[config.mk]
export PLATFORM = sky130hd
export DESIGN_NAME = bfsp_front_flat
export DESIGN_NICKNAME = d
export VERILOG_FILES = /design/src/hw/rtl/bfsp_pkg.sv /design/src/hw/rtl/bfsp_in_if.sv /design/src/hw/rtl/bfsp_front.sv /design/src/flat_wrapper.sv
export SDC_FILE = /design/constraint.sdc
export NUM_CORES = 1
export LEC_CHECK = 0
export ABC_AREA = 1
export BUFFER_PORTS_ARGS = -buffer_cell sky130_fd_sc_hd__buf_2
export CELL_PAD_IN_SITES_DETAIL_PLACEMENT = 1
export CELL_PAD_IN_SITES_GLOBAL_PLACEMENT = 2
export CORE_MARGIN = 1.5
export CORE_UTILIZATION = 36
export CTS_CLUSTER_SIZE = 30
export DETAILED_ROUTE_END_ITERATION = 8
export PLACE_DENSITY_LB_ADDON = 0.1
export SETUP_SLACK_MARGIN = 0.1
export SKIP_LAST_GASP = 1
export SLEW_MARGIN = 0
export SYNTH_ARGS = -nofsm -noshare
export SYNTH_HDL_FRONTEND = slang
export SYNTH_SLANG_ARGS = --single-unit
export TNS_END_PERCENT = 50
[constraint.sdc]
create_clock -name i_clk -period 3 [get_ports i_clk]
set_input_delay 0.45 -clock i_clk [delete_from_list [all_inputs] [get_ports i_clk]]
set_output_delay 0.45 -clock i_clk [all_outputs]
set_load 0.005 [all_outputs]
[src/hw/rtl/bfsp_pkg.sv]
package bfsp_pkg;

    localparam int FIFO_DEPTH = 8192;
    localparam int IDX_W      = $clog2(FIFO_DEPTH);
    localparam int CNT_W      = IDX_W + 1;

    localparam int BYTE_W     = 8;
    localparam int SAMPLE_W   = 16;
    localparam int TAKEN_W    = 2;
    localparam int QUEUED_W   = 13;

    localparam int CQ_DEPTH   = 2;
    localparam int CQ_PTR_W   = $clog2(CQ_DEPTH);
    localparam int CQ_CNT_W   = $clog2(CQ_DEPTH + 1);

    localparam logic CMD_PUSH = 1'b0;
    localparam logic CMD_POP  = 1'b1;

    typedef logic [IDX_W-1:0] t_idx;

    // One decoded item as it travels from the front to the back.
    typedef struct packed {
        logic              is_pop;
        logic [BYTE_W-1:0] data;
    } t_cmd;

    typedef enum logic [2:0] {
        ST_IDLE = 3'b001,
        ST_LO   = 3'b010,
        ST_HI   = 3'b100
    } t_state;

    function automatic t_idx next_slot(t_idx i);
        next_slot = (i == IDX_W'(FIFO_DEPTH - 1)) ? '0 : i + 1'b1;
    endfunction

    function automatic logic [QUEUED_W-1:0] queued_count(t_idx wr, t_idx rd);
        logic [CNT_W-1:0] diff;
        diff = {1'b0, wr} - {1'b0, rd};
        if (wr < rd) begin
            diff = diff + CNT_W'(FIFO_DEPTH);
        end
        queued_count = QUEUED_W'(diff);
    endfunction

endpackage

[src/hw/rtl/bfsp_in_if.sv]
interface bfsp_in_if import bfsp_pkg::*; ();
    logic              valid;
    logic              ready;
    logic              command;
    logic [BYTE_W-1:0] data_byte;

    modport source (output valid, output command, output data_byte, input ready);
    modport sink (input valid, input command, input data_byte, output ready);
endinterface

[src/hw/rtl/bfsp_front.sv]
module bfsp_front import bfsp_pkg::*; (
    input  logic       i_clk,
    input  logic       i_rst_n,
    bfsp_in_if.sink    i_in,
    output logic       o_cmd_valid,
    output t_cmd       o_cmd,
    input  logic       i_cmd_ready
);

    t_cmd                r_q [CQ_DEPTH];
    logic [CQ_PTR_W-1:0] r_wp;
    logic [CQ_PTR_W-1:0] r_rp;
    logic [CQ_CNT_W-1:0] r_cnt;
    t_cmd                w_dec;
    logic                w_push;
    logic                w_pop;

    always_comb begin
        w_dec.is_pop = (i_in.command == CMD_POP);
        w_dec.data   = i_in.data_byte;
    end

    assign i_in.ready  = (r_cnt != CQ_CNT_W'(CQ_DEPTH));
    assign w_push      = i_in.valid && i_in.ready;
    assign o_cmd_valid = (r_cnt != '0);
    assign o_cmd       = r_q[r_rp];
    assign w_pop       = o_cmd_valid && i_cmd_ready;

    always_ff @(posedge i_clk) begin
        if (w_push) begin
            r_q[r_wp] <= w_dec;
        end
    end

    always_ff @(posedge i_clk) begin
        if (!i_rst_n) begin
            r_wp  <= '0;
            r_rp  <= '0;
            r_cnt <= '0;
        end else begin
            if (w_push) begin
                r_wp <= (r_wp == CQ_PTR_W'(CQ_DEPTH - 1)) ? '0 : r_wp + 1'b1;
            end
            if (w_pop) begin
                r_rp <= (r_rp == CQ_PTR_W'(CQ_DEPTH - 1)) ? '0 : r_rp + 1'b1;
            end
            if (w_push && !w_pop) begin
                r_cnt <= r_cnt + 1'b1;
            end else if (w_pop && !w_push) begin
                r_cnt <= r_cnt - 1'b1;
            end
        end
    end

endmodule

[src/flat_wrapper.sv]
// flat-port wrapper written by rule: the top's interface ports become plain ports
module bfsp_front_flat import bfsp_pkg::*;
  (i_clk, i_rst_n, o_cmd_valid, o_cmd, i_cmd_ready, i_in_valid, i_in_command, i_in_data_byte, i_in_ready);
  bfsp_in_if i_in_i ();
  input  logic i_clk;
  input  logic i_rst_n;
  output logic o_cmd_valid;
  output t_cmd o_cmd;
  input  logic i_cmd_ready;
  input wire logic [$bits(i_in_i.valid)-1:0] i_in_valid;
  input wire logic [$bits(i_in_i.command)-1:0] i_in_command;
  input wire logic [$bits(i_in_i.data_byte)-1:0] i_in_data_byte;
  output wire logic [$bits(i_in_i.ready)-1:0] i_in_ready;
  assign i_in_i.valid = i_in_valid;
  assign i_in_i.command = i_in_command;
  assign i_in_i.data_byte = i_in_data_byte;
  assign i_in_ready = i_in_i.ready;
  bfsp_front u_core (.i_clk(i_clk), .i_rst_n(i_rst_n), .i_in(i_in_i), .o_cmd_valid(o_cmd_valid), .o_cmd(o_cmd), .i_cmd_ready(i_cmd_ready));
endmodule
==> results.py, run 1 <==
metrics = {
    "outcome": {
        "status": "completed",
    },
    "timing": {
        "hold_violations": 0,
        "finalSetupViolCount": 0,
        "fin_worst_skew_ps": 4.40,
        "post-route-period-util_pct": 61.7,
        "rsz0062_at_grt": "no",
        "tightest_slew_ps": 778,
        "fmax_mhz": 541,
        "finalSetupTns_ps": 0,
        "drv_slew": 0,
        "slew_headroom_pct": 47.9,
        "min_period_ps": 1850,
    },
    "power": {
        "p_per_area_nw_per_um2": 760,
        "power_uw": 823,
        "peakVddDrop_uv": 320,
        "leakage_uw": 0.000443,
    },
    "place": {
        "dpl.hpwl_mm": 1.09,
        "gp_congestion": 0.689,
        "io_buffer_count": 23,
    },
    "drt": {
        "vias_per_cell": 4.51,
        "first_pass_iters": 2,
        "drtAntennaViolNets": 0,
        "via_count": 546,
        "drc": 0,
        "drt_iter0_drc": 1,
        "wirelength_mm": 1.43,
        "post_drt_wl_per_cell_um": 11.8,
    },
    "grt": {
        "gr-total-overflow": 0,
        "grt_max_degree": 14,
        "antenna_found_initial": 0,
        "grt_pass1_vias": 542,
        "gr-usage-all-layers_pct": 12.1,
        "grt_pass1_wl_mm": 2.35,
    },
    "clock_network": {
        "cts-resized-gates": 0,
        "clock-sinks": 23,
        "cts_tree": "done",
        "cts-root-buf": "clkbuf_4",
        "numCtsBuffers": 3,
        "insertion_delay_ps": 290,
        "cts.clk_slew.worst_paths_ps": 120,
        "htree_levels": 1,
        "cts_setup_buffers": 0,
        "cts_hold_buf": 0,
        "cts_buffer_depth": 2,
    },
    "worst_setup_path": {
        "crit_chain": "mux2_2, buf_2",
        "cpPeakStageDelay_ps": 590,
        "arrival_ps": 1400,
        "path_delay_family": "flip-flops",
        "start_kind": "flop",
        "cp_num_buf_inv": 1,
        "worst_path_max_delay_cell": "dfxtp_1",
        "critPathKind": "flop to primary output",
        "cp-end-kind": "primary output",
        "crit_required_ps": 2550,
        "path_max_fanout": 9,
    },
    "synthesis": {
        "avgSynthCellArea_um2": 14.0,
        "syn-num-nets": 79,
        "yosys.cell_types.count": 18,
        "synth_warnings": 0,
        "netlist_instances": 65,
        "yosys_register_bits": 23,
        "netlist_area_um2": 907,
        "ys_seq_area_share_pct": 70.6,
    },
    "layout": {
        "layout.nets": 106,
        "n_fill_cell": 268,
        "register_area_um2": 641,
        "diodes": 0,
        "multi_input_area_um2": 230,
        "layout-drive-gt1-share_pct": 46.2,
        "synthToLayoutAreaGrowth_pct": 19.3,
    },
    "floorplan": {
        "die_h_um": 53.2,
        "die_area_um2": 2830,
        "dieWidth_um": 53.2,
        "core_area_um2": 2430,
        "start_util_pct": 37.3,
        "boundaryPins": 24,
        "rows": 18,
    },
    "run": {
        "cap_violations": 0,
    },
    "min_path": {
        "min_path_type": "primary input to flop",
    },
}
==> where the power goes <==
| group | switching, µW | total [µW] | leakage [µW] | internal, µW |
|---|---|---|---|---|
| Sequential | 39.7 | 446 | 0.000209 | 407 |
| Clock | 85.3 | 135 | 0.0000177 | 49.5 |
| Combinational | 125 | 241 | 0.000216 | 116 |
==> cell usage in the layout, fill, tap and decap left out, drive strengths merged <==
| cell type | n |
|---|---|
| nand2 | 9 |
| mux2 | 9 |
| nor2 | 8 |
| nand4 | 1 |
| clkinv | 2 |
| clkbuf | 3 |
| dfxtp | 5 |
| edfxtp | 18 |
| o21a | 1 |
| buf | 23 |
| nand3 | 1 |
| inv | 7 |
| o21ai | 2 |
| ha | 1 |
| a21oi | 1 |
==> per-layer routing <==
layer | global-route usage [%] | wire (µm) | up-vias
li1 | - | - | 276
met2 | 19.4 | 700 | 13
met3 | 2.54 | 61 | 2
met5 | 0 | 0 | -
met4 | 7.69 | 26 | 0
met1 | 14.7 | 637 | 255
==> stage by stage <==
step                hold WS [ps]  setup WS (ps)  cell area (µm²)  cells  utilization (%)
floorplan                    465           1650              907     65                -
global placement             483           1390             1050    117             43.4
detailed placement           497           1380             1050    117             43.4
CTS                          332           1120             1080    121             44.5
global route                 316           1070             1080    121             44.5
finish                       337           1150             1080    121             44.5
==> worst paths after layout <==
path / slack, ps / endpoint / cells after the start / startpoint
setup / recovery: 1150 / o_cmd[4] / 2 / flop
hold / removal: 340 / u_core.r_q[0][4] / 1 / i_in_data_byte[4]
setup reg to reg: 1420 / u_core.r_q[0][1] / 4 / u_core.r_cnt[0]
hold reg to reg: 520 / u_core.r_cnt[0] / 1 / u_core.r_cnt[0]
==> worst register-to-register path, cell delays in order, from the launching register on <==
cell,delay [ps]
dfxtp_1,420
inv_2,80
nand2_4,70
nand2_4,60
nor2_1,590
==> area by class of cell <==
cell class	instances	area share, %
Clock buffer	3	2.08
Timing Repair Buffer	23	10.6
Tap cell	30	3.47
Clock inverter	1	0.462
Multi-Input combinational cell	33	21.3
Inverter	8	2.89
Sequential cell	23	59.2
==> Yosys cell counts <==
| cell | number | area, µm² |
|---|---|---|
| edfxtp_1 | 18 | 541 |
| mux2_2 | 9 | 101 |
| nor2_1 | 8 | 30.0 |
| inv_1 | 6 | 22.5 |
| nand2_1 | 6 | 22.5 |
| dfxtp_1 | 5 | 100 |
| nand2_4 | 2 | 22.5 |
| a21oi_1 | 1 | 5.00 |
| buf_2 | 1 | 5.00 |
| clkinv_2 | 1 | 5.00 |
| ha_1 | 1 | 12.5 |
| inv_2 | 1 | 3.75 |
| nand2_2 | 1 | 6.26 |
| nand3_1 | 1 | 5.00 |
| nand4_1 | 1 | 6.26 |
| o21a_2 | 1 | 8.76 |
| o21ai_0 | 1 | 5.00 |
| o21ai_1 | 1 | 5.00 |
==> cells by family after synthesis <==
family                     after synthesis  synth area share (%)
muxes                                    9                  11.2
AOI/OAI and AO/OA                        4                  2.62
and+or+nand+nor                         19                  10.2
adders and majority gates                1                  1.38
buffers and inverters                    9                  4.00
DFF                                     23                  70.6
==> flip-flops by register name, indices dropped and copies added (netlist names), named ones only <==
register      cells
u_core.r_q       18
u_core.r_cnt      2
u_core.r_rp       1
u_core.r_wp       1
No activity file was read; power rests on OpenSTA's default activity.
==> run 2, diff against run 1 <==
--- a/config.mk
+++ b/config.mk
@@ -10,7 +10,7 @@
 export CELL_PAD_IN_SITES_DETAIL_PLACEMENT = 1
 export CELL_PAD_IN_SITES_GLOBAL_PLACEMENT = 2
 export CORE_MARGIN = 1.5
-export CORE_UTILIZATION = 36
+export CORE_UTILIZATION = 30
 export CTS_CLUSTER_SIZE = 30
 export DETAILED_ROUTE_END_ITERATION = 8
 export PLACE_DENSITY_LB_ADDON = 0.1
==> constraint.sdc (replaced) <==
create_clock -name i_clk -period 1.7 [get_ports i_clk]
set_input_delay 0.255 -clock i_clk [delete_from_list [all_inputs] [get_ports i_clk]]
set_output_delay 0.255 -clock i_clk [all_outputs]
set_load 0.005 [all_outputs]
==> results.py, run 2 (synthesized netlist as in run 1, its figures left out) <==
metrics = {
    "grt": {
        "grt_pass1_wl_mm": 2.35,
        "gr-usage-all-layers_pct": 9.41,
        "grt_max_degree": 13,
        "grt_pass1_vias": 558,
        "grt_use_met2_pct": 16.9,
        "antenna_found_initial": 0,
        "grt-busiest-layer": "met2",
        "gr-total-overflow": 0,
        "gr-usage-met3_pct": 2.01,
        "grtUsageMet1_pct": 10.3,
    },
    "min_path": {
        "min_path_type": "primary input to flop",
        "hold_depth": 1,
    },
    "timing": {
        "fin_worst_skew_ps": 3.43,
        "slew_headroom_pct": 84.0,
        "fmax_mhz": 658,
        "min_period_ps": 1520,
        "rsz0062_at_grt": "no",
        "finalSetupTns_ps": 0,
        "finalSetupViolCount": 0,
        "post-route-period-util_pct": 89.4,
        "tightest_slew_ps": 240,
        "drv_slew": 0,
        "hold_violations": 0,
    },
    "floorplan": {
        "dieWidth_um": 58.0,
        "rows": 19,
        "start_util_pct": 32.3,
        "boundaryPins": 24,
        "die_h_um": 58.0,
        "die_area_um2": 3360,
        "core_area_um2": 2810,
    },
    "drt": {
        "drc": 0,
        "post_drt_wl_per_cell_um": 11.7,
        "vias_per_cell": 4.45,
        "drtAntennaViolNets": 0,
        "drt_iter0_drc": 9,
        "via_count": 552,
        "wirelength_mm": 1.45,
        "first_pass_iters": 6,
    },
    "clock_network": {
        "cts_buffer_depth": 2,
        "htree_levels": 1,
        "insertion_delay_ps": 290,
        "cts_tree": "done",
        "numCtsBuffers": 3,
        "clock-sinks": 23,
        "cts.clk_slew.worst_paths_ps": 110,
        "cts-root-buf": "clkbuf_4",
    },
    "run": {
        "cap_violations": 0,
    },
    "worst_setup_path": {
        "path_depth": 2,
        "crit_chain": "mux2_2, buf_2",
        "critPathKind": "flop to primary output",
        "r2r_setup_slack_ps": 350,
        "start_kind": "flop",
        "arrival_ps": 1270,
        "path_max_fanout": 9,
        "r2r_cells": 10,
        "worst_path_max_delay_cell": "dfxtp_2",
        "cp-end-kind": "primary output",
        "cp_num_buf_inv": 1,
        "path_delay_family": "flip-flops",
        "crit_required_ps": 1440,
        "cpPeakStageDelay_ps": 480,
    },
    "layout": {
        "layout-drive-gt1-share_pct": 47.3,
        "n_fill_cell": 324,
        "reg_top3": "u_core.r_q x18, u_core.r_cnt x2",
        "final_cell_mix": "buf_2 (23), edfxtp_1 (18), mux2_2 (9)",
        "largest_reg_flops": 18,
        "multi_input_area_um2": 230,
        "post-route-cell-area_um2": 1100,
        "diodes": 0,
        "top_register": "u_core.r_q",
        "register_area_um2": 642,
        "layout_commonest_cell": "buf_2",
        "layout.nets": 108,
        "synthToLayoutAreaGrowth_pct": 21.1,
    },
    "place": {
        "io_buffer_count": 23,
        "dpl.hpwl_mm": 1.11,
        "dpl_cell_area_um2": 1070,
        "gp_congestion": 0.622,
    },
    "outcome": {
        "status": "completed",
    },
    "power": {
        "leakage_uw": 0.000451,
        "peakVddDrop_uv": 582,
        "p_per_area_nw_per_um2": 1330,
    },
}
run 2: cell types whose count changed in the layout (fill, tap and decap cells not counted), sizes merged:
cell / previous run / this run
clkbuf: 3 / 4
buf: 23 / 25
clkinv: 2 / 1
run 2: per-layer routing:
metal  wire length (µm)  vias to the layer above
met5                  0                        -
met4                 27                        0
met3                 60                        2
met2                753                       14
met1                608                      259
li1                   -                      277
run 2: where the power goes:
part / total, µW / internal (µW) / switching [µW]
registers: 792 / 718 / 73.7
logic: 436 / 217 / 219
clock network: 231 / 91.0 / 140
total: 1460 / 1030 / 433
run 2: final timing paths:
check,start,end
worst max-delay path,flop,o_cmd[7]
worst min-delay path,i_in_data_byte[0],u_core.r_q[1][0]
worst min register to register,u_core.r_wp,u_core.r_wp
worst max register to register,u_core.r_cnt[0],u_core.r_cnt[1]
run 2: layout make-up:
type,instances,share of cell area [%]
inverter,8,2.85
tap,31,3.53
sequential,23,58.4
clock buffer,4,2.39
timing repair buffer,25,11.8
multi-input combinational,33,21.0
run 2: what timing repair did:
action,CTS,global route
endpoints found under the setup margin,9,0
resized for setup,1,0
buffers inserted,0,0
hold buffers,0,0
run 2: stage by stage:
step           hold slack, ps  util, %  std cells  total power, µW  setup WS (ps)
4_1_cts                   136     39.2        124             1490            150
3_5_place_dp              447     38.2        120             1250            341
5_1_grt                   118     39.2        124             1580            119
2_1_floorplan             354        -         65             1080            350
6_report                  144     39.2        124             1460            180
3_3_place_gp              443     38.2        120             1240            358
==> run 3, diff against run 2 <==
--- a/config.mk
+++ b/config.mk
@@ -5,12 +5,11 @@
 export SDC_FILE = /design/constraint.sdc
 export NUM_CORES = 1
 export LEC_CHECK = 0
-export ABC_AREA = 1
 export BUFFER_PORTS_ARGS = -buffer_cell sky130_fd_sc_hd__buf_2
 export CELL_PAD_IN_SITES_DETAIL_PLACEMENT = 1
 export CELL_PAD_IN_SITES_GLOBAL_PLACEMENT = 2
 export CORE_MARGIN = 1.5
-export CORE_UTILIZATION = 30
+export CORE_UTILIZATION = 31
 export CTS_CLUSTER_SIZE = 30
 export DETAILED_ROUTE_END_ITERATION = 8
 export PLACE_DENSITY_LB_ADDON = 0.1
==> results.py, run 3 <==
metrics = {
    "layout": {
        "final_cell_mix": "buf_2 (23), edfxtp_1 (18), mux2_2 (9)",
        "largest_reg_flops": 18,
        "diodes": 0,
        "layout.nets": 96,
        "top_register": "u_core.r_q",
        "layout-drive-gt1-share_pct": 55.6,
        "reg_top3": "u_core.r_q x18, u_core.r_cnt x2",
        "n_fill_cell": 298,
        "multi_input_area_um2": 240,
        "layout_commonest_cell": "buf_2",
        "register_area_um2": 649,
        "synthToLayoutAreaGrowth_pct": 24.1,
    },
    "synthesis": {
        "avgSynthCellArea_um2": 16.6,
        "yosys.area.top_type_share_pct": 61.4,
        "synth_edf_count": 18,
        "synth_area_leader_cell": "edfxtp_1",
        "synth-xor-area-share_pct": 2.98,
        "netlist_instances": 53,
        "ys.flop_type": "edfxtp_1",
        "netlist_area_um2": 881,
        "ys_seq_area_share_pct": 72.7,
        "synth_warnings": 0,
        "syn-num-nets": 67,
        "synth_compound_area_share_pct": 3.41,
        "synth_area_leaders": "edfxtp_1 (61%), mux2_2 (12%), dfxtp_1 (11%), xor2_1 (3.0%), nand2b_4 (1.6%)",
        "yosys.area_share.adder_pct": 1.42,
        "async_flop_share_pct": 0,
        "synth.most_common_cell": "edfxtp_1",
        "yosys_register_bits": 23,
        "synth-simple-area-share_pct": 6.53,
        "synth_mux_area_share_pct": 11.5,
        "ys_top_cells_by_count": "edfxtp_1 (18), mux2_2 (9), dfxtp_1 (5)",
        "synth_top_family_by_area": "multiplexers",
        "yosys.cell_types.count": 17,
    },
    "timing": {
        "finalSetupTns_ps": 0,
        "drv_slew": 0,
        "slew_headroom_pct": 70.8,
        "final.setup.worst_slack_ps": 189,
        "finalSetupViolCount": 0,
        "min_period_ps": 1510,
        "fin_worst_skew_ps": 9.58,
        "hold_violations": 0,
        "tightest_slew_ps": 438,
        "rsz0062_at_grt": "no",
        "fmax_mhz": 662,
        "post-route-period-util_pct": 88.9,
    },
    "grt": {
        "antenna_found_initial": 0,
        "gr-total-overflow": 0,
        "grt_pass1_vias": 553,
        "grt_pass1_wl_mm": 2.46,
        "grt_max_degree": 14,
        "gr-usage-all-layers_pct": 10.2,
    },
    "worst_setup_path": {
        "worst_path_max_delay_cell": "dfxtp_4",
        "startpoint": "u_core.r_cnt[0]",
        "path_max_fanout": 5,
        "crit_required_ps": 1940,
        "cp_num_buf_inv": 0,
        "worst_r2r_startpoint": "u_core.r_cnt[0]",
        "path_delay_family": "simple AND/OR/NAND/NOR gates",
        "r2r_setup_slack_ps": 190,
        "cpPeakStageDelay_ps": 370,
        "start_kind": "flop",
        "r2r_cells": 6,
        "crit_chain": "nand2b_4, and2_1, ha_4, xor2_1, or3_1, a21oi_1",
        "arrival_ps": 1750,
        "critPathKind": "flop to flop",
        "r2r-end": "u_core.r_cnt[1]",
        "cp-end-kind": "flop",
    },
    "drt": {
        "post_drt_wl_per_cell_um": 13.4,
        "via_count": 500,
        "vias_per_cell": 4.46,
        "first_pass_iters": 3,
        "wirelength_mm": 1.50,
        "drc": 0,
        "drt_iter0_drc": 3,
        "drtAntennaViolNets": 0,
    },
    "place": {
        "post-place-ws_ps": 126,
        "io_buffer_count": 23,
        "gp_congestion": 0.628,
        "dpl.hpwl_mm": 1.13,
    },
    "min_path": {
        "hold_depth": 1,
        "hold_end": "u_core.r_q[1][3]",
        "min_from": "i_in_data_byte[3]",
        "min_path_type": "primary input to flop",
    },
    "clock_network": {
        "cts.clk_slew.worst_paths_ps": 130,
        "cts_buffer_depth": 2,
        "cts-root-buf": "clkbuf_4",
        "cts_tree": "done",
        "insertion_delay_ps": 310,
        "numCtsBuffers": 3,
        "cts_hold_buf": 0,
        "htree_levels": 1,
        "clock-sinks": 23,
    },
    "power": {
        "leakage_uw": 0.000432,
        "p_per_area_nw_per_um2": 1370,
        "peakVddDrop_uv": 624,
    },
    "run": {
        "cap_violations": 0,
    },
    "floorplan": {
        "rows": 19,
        "dieWidth_um": 56.3,
        "core_area_um2": 2730,
        "die_area_um2": 3170,
        "boundaryPins": 24,
        "start_util_pct": 32.2,
        "die_h_um": 56.3,
    },
    "outcome": {
        "status": "completed",
    },
}
-- run 3: cell count changes after synthesis, moves of 2 or more --
cell	change
inv_1	-4
nor2_1	-5
xor2_1	+3
nand2_1	-6
nand2_4	-2
-- run 3: worst register-to-register path, cell delays in order, from the launching register on --
cell and delay (ps):
dfxtp_4 370, nand2b_4 150, and2_1 190, ha_4 160, xor2_1 140, or3_1 310, a21oi_1 140
-- run 3: metal layers --
| metal | up-vias | track usage, % | wire length (µm) |
|---|---|---|---|
| li1 | 250 | - | - |
| met2 | 13 | 17.5 | 810 |
| met3 | 2 | 2.53 | 85 |
| met5 | - | 0 | 0 |
| met1 | 235 | 11.9 | 594 |
| met4 | 0 | 5.10 | 8 |
-- run 3: cell type report --
| class | count | area share, % |
|---|---|---|
| clock buffers | 3 | 2.06 |
| clock inverters | 1 | 0.458 |
| inverters | 2 | 0.686 |
| multi-input cells | 27 | 22.0 |
| flip-flops and latches | 23 | 59.4 |
| well taps | 31 | 3.55 |
| repair buffers | 25 | 11.9 |
-- run 3: worst max-delay path by stage --
stage	end	slack [ps]	depth (start not counted)
after floorplan	u_core.r_cnt[1]	220	5
after global placement	u_core.r_cnt[1]	180	5
after detailed placement	u_core.r_cnt[1]	130	5
after CTS	u_core.r_cnt[1]	90	5
after global routing	u_core.r_cnt[1]	100	6
final	u_core.r_cnt[1]	190	6
-- run 3: through the flow --
stage / cell area (µm²) / hold WS (ps) / instances / utilization [%] / power (µW)
2_1_floorplan: 881 / 354 / 53 / - / 1050
3_3_place_gp: 1040 / 445 / 107 / 37.9 / 1210
3_5_place_dp: 1040 / 451 / 107 / 37.9 / 1220
4_1_cts: 1070 / 117 / 111 / 39.0 / 1480
5_1_grt: 1090 / 116 / 112 / 40.0 / 1600
6_report: 1090 / 129 / 112 / 40.0 / 1500
-- run 3: cell families (layout without fill, tap and decap cells) --
group	count (synthesis)	count (layout)
fa+ha+maj	1	1
buf+inv	3	31
xor+xnor	3	3
compound gates	5	5
flops	23	23
mux	9	9
simple gates	9	9
-- run 3: report_power, final --
group / total, µW / switching [µW] / internal [µW] / leakage, µW
Combinational: 449 / 187 / 263 / 0.000203
Sequential: 798 / 71.0 / 727 / 0.000211
Clock: 250 / 162 / 87.7 / 0.0000177
Total: 1500 / 419 / 1080 / 0.000432
-- run 3: repair_timing --
item,CTS,global route
gates resized for setup,1,6
setup endpoints to repair,10,8
buffers inserted,0,1
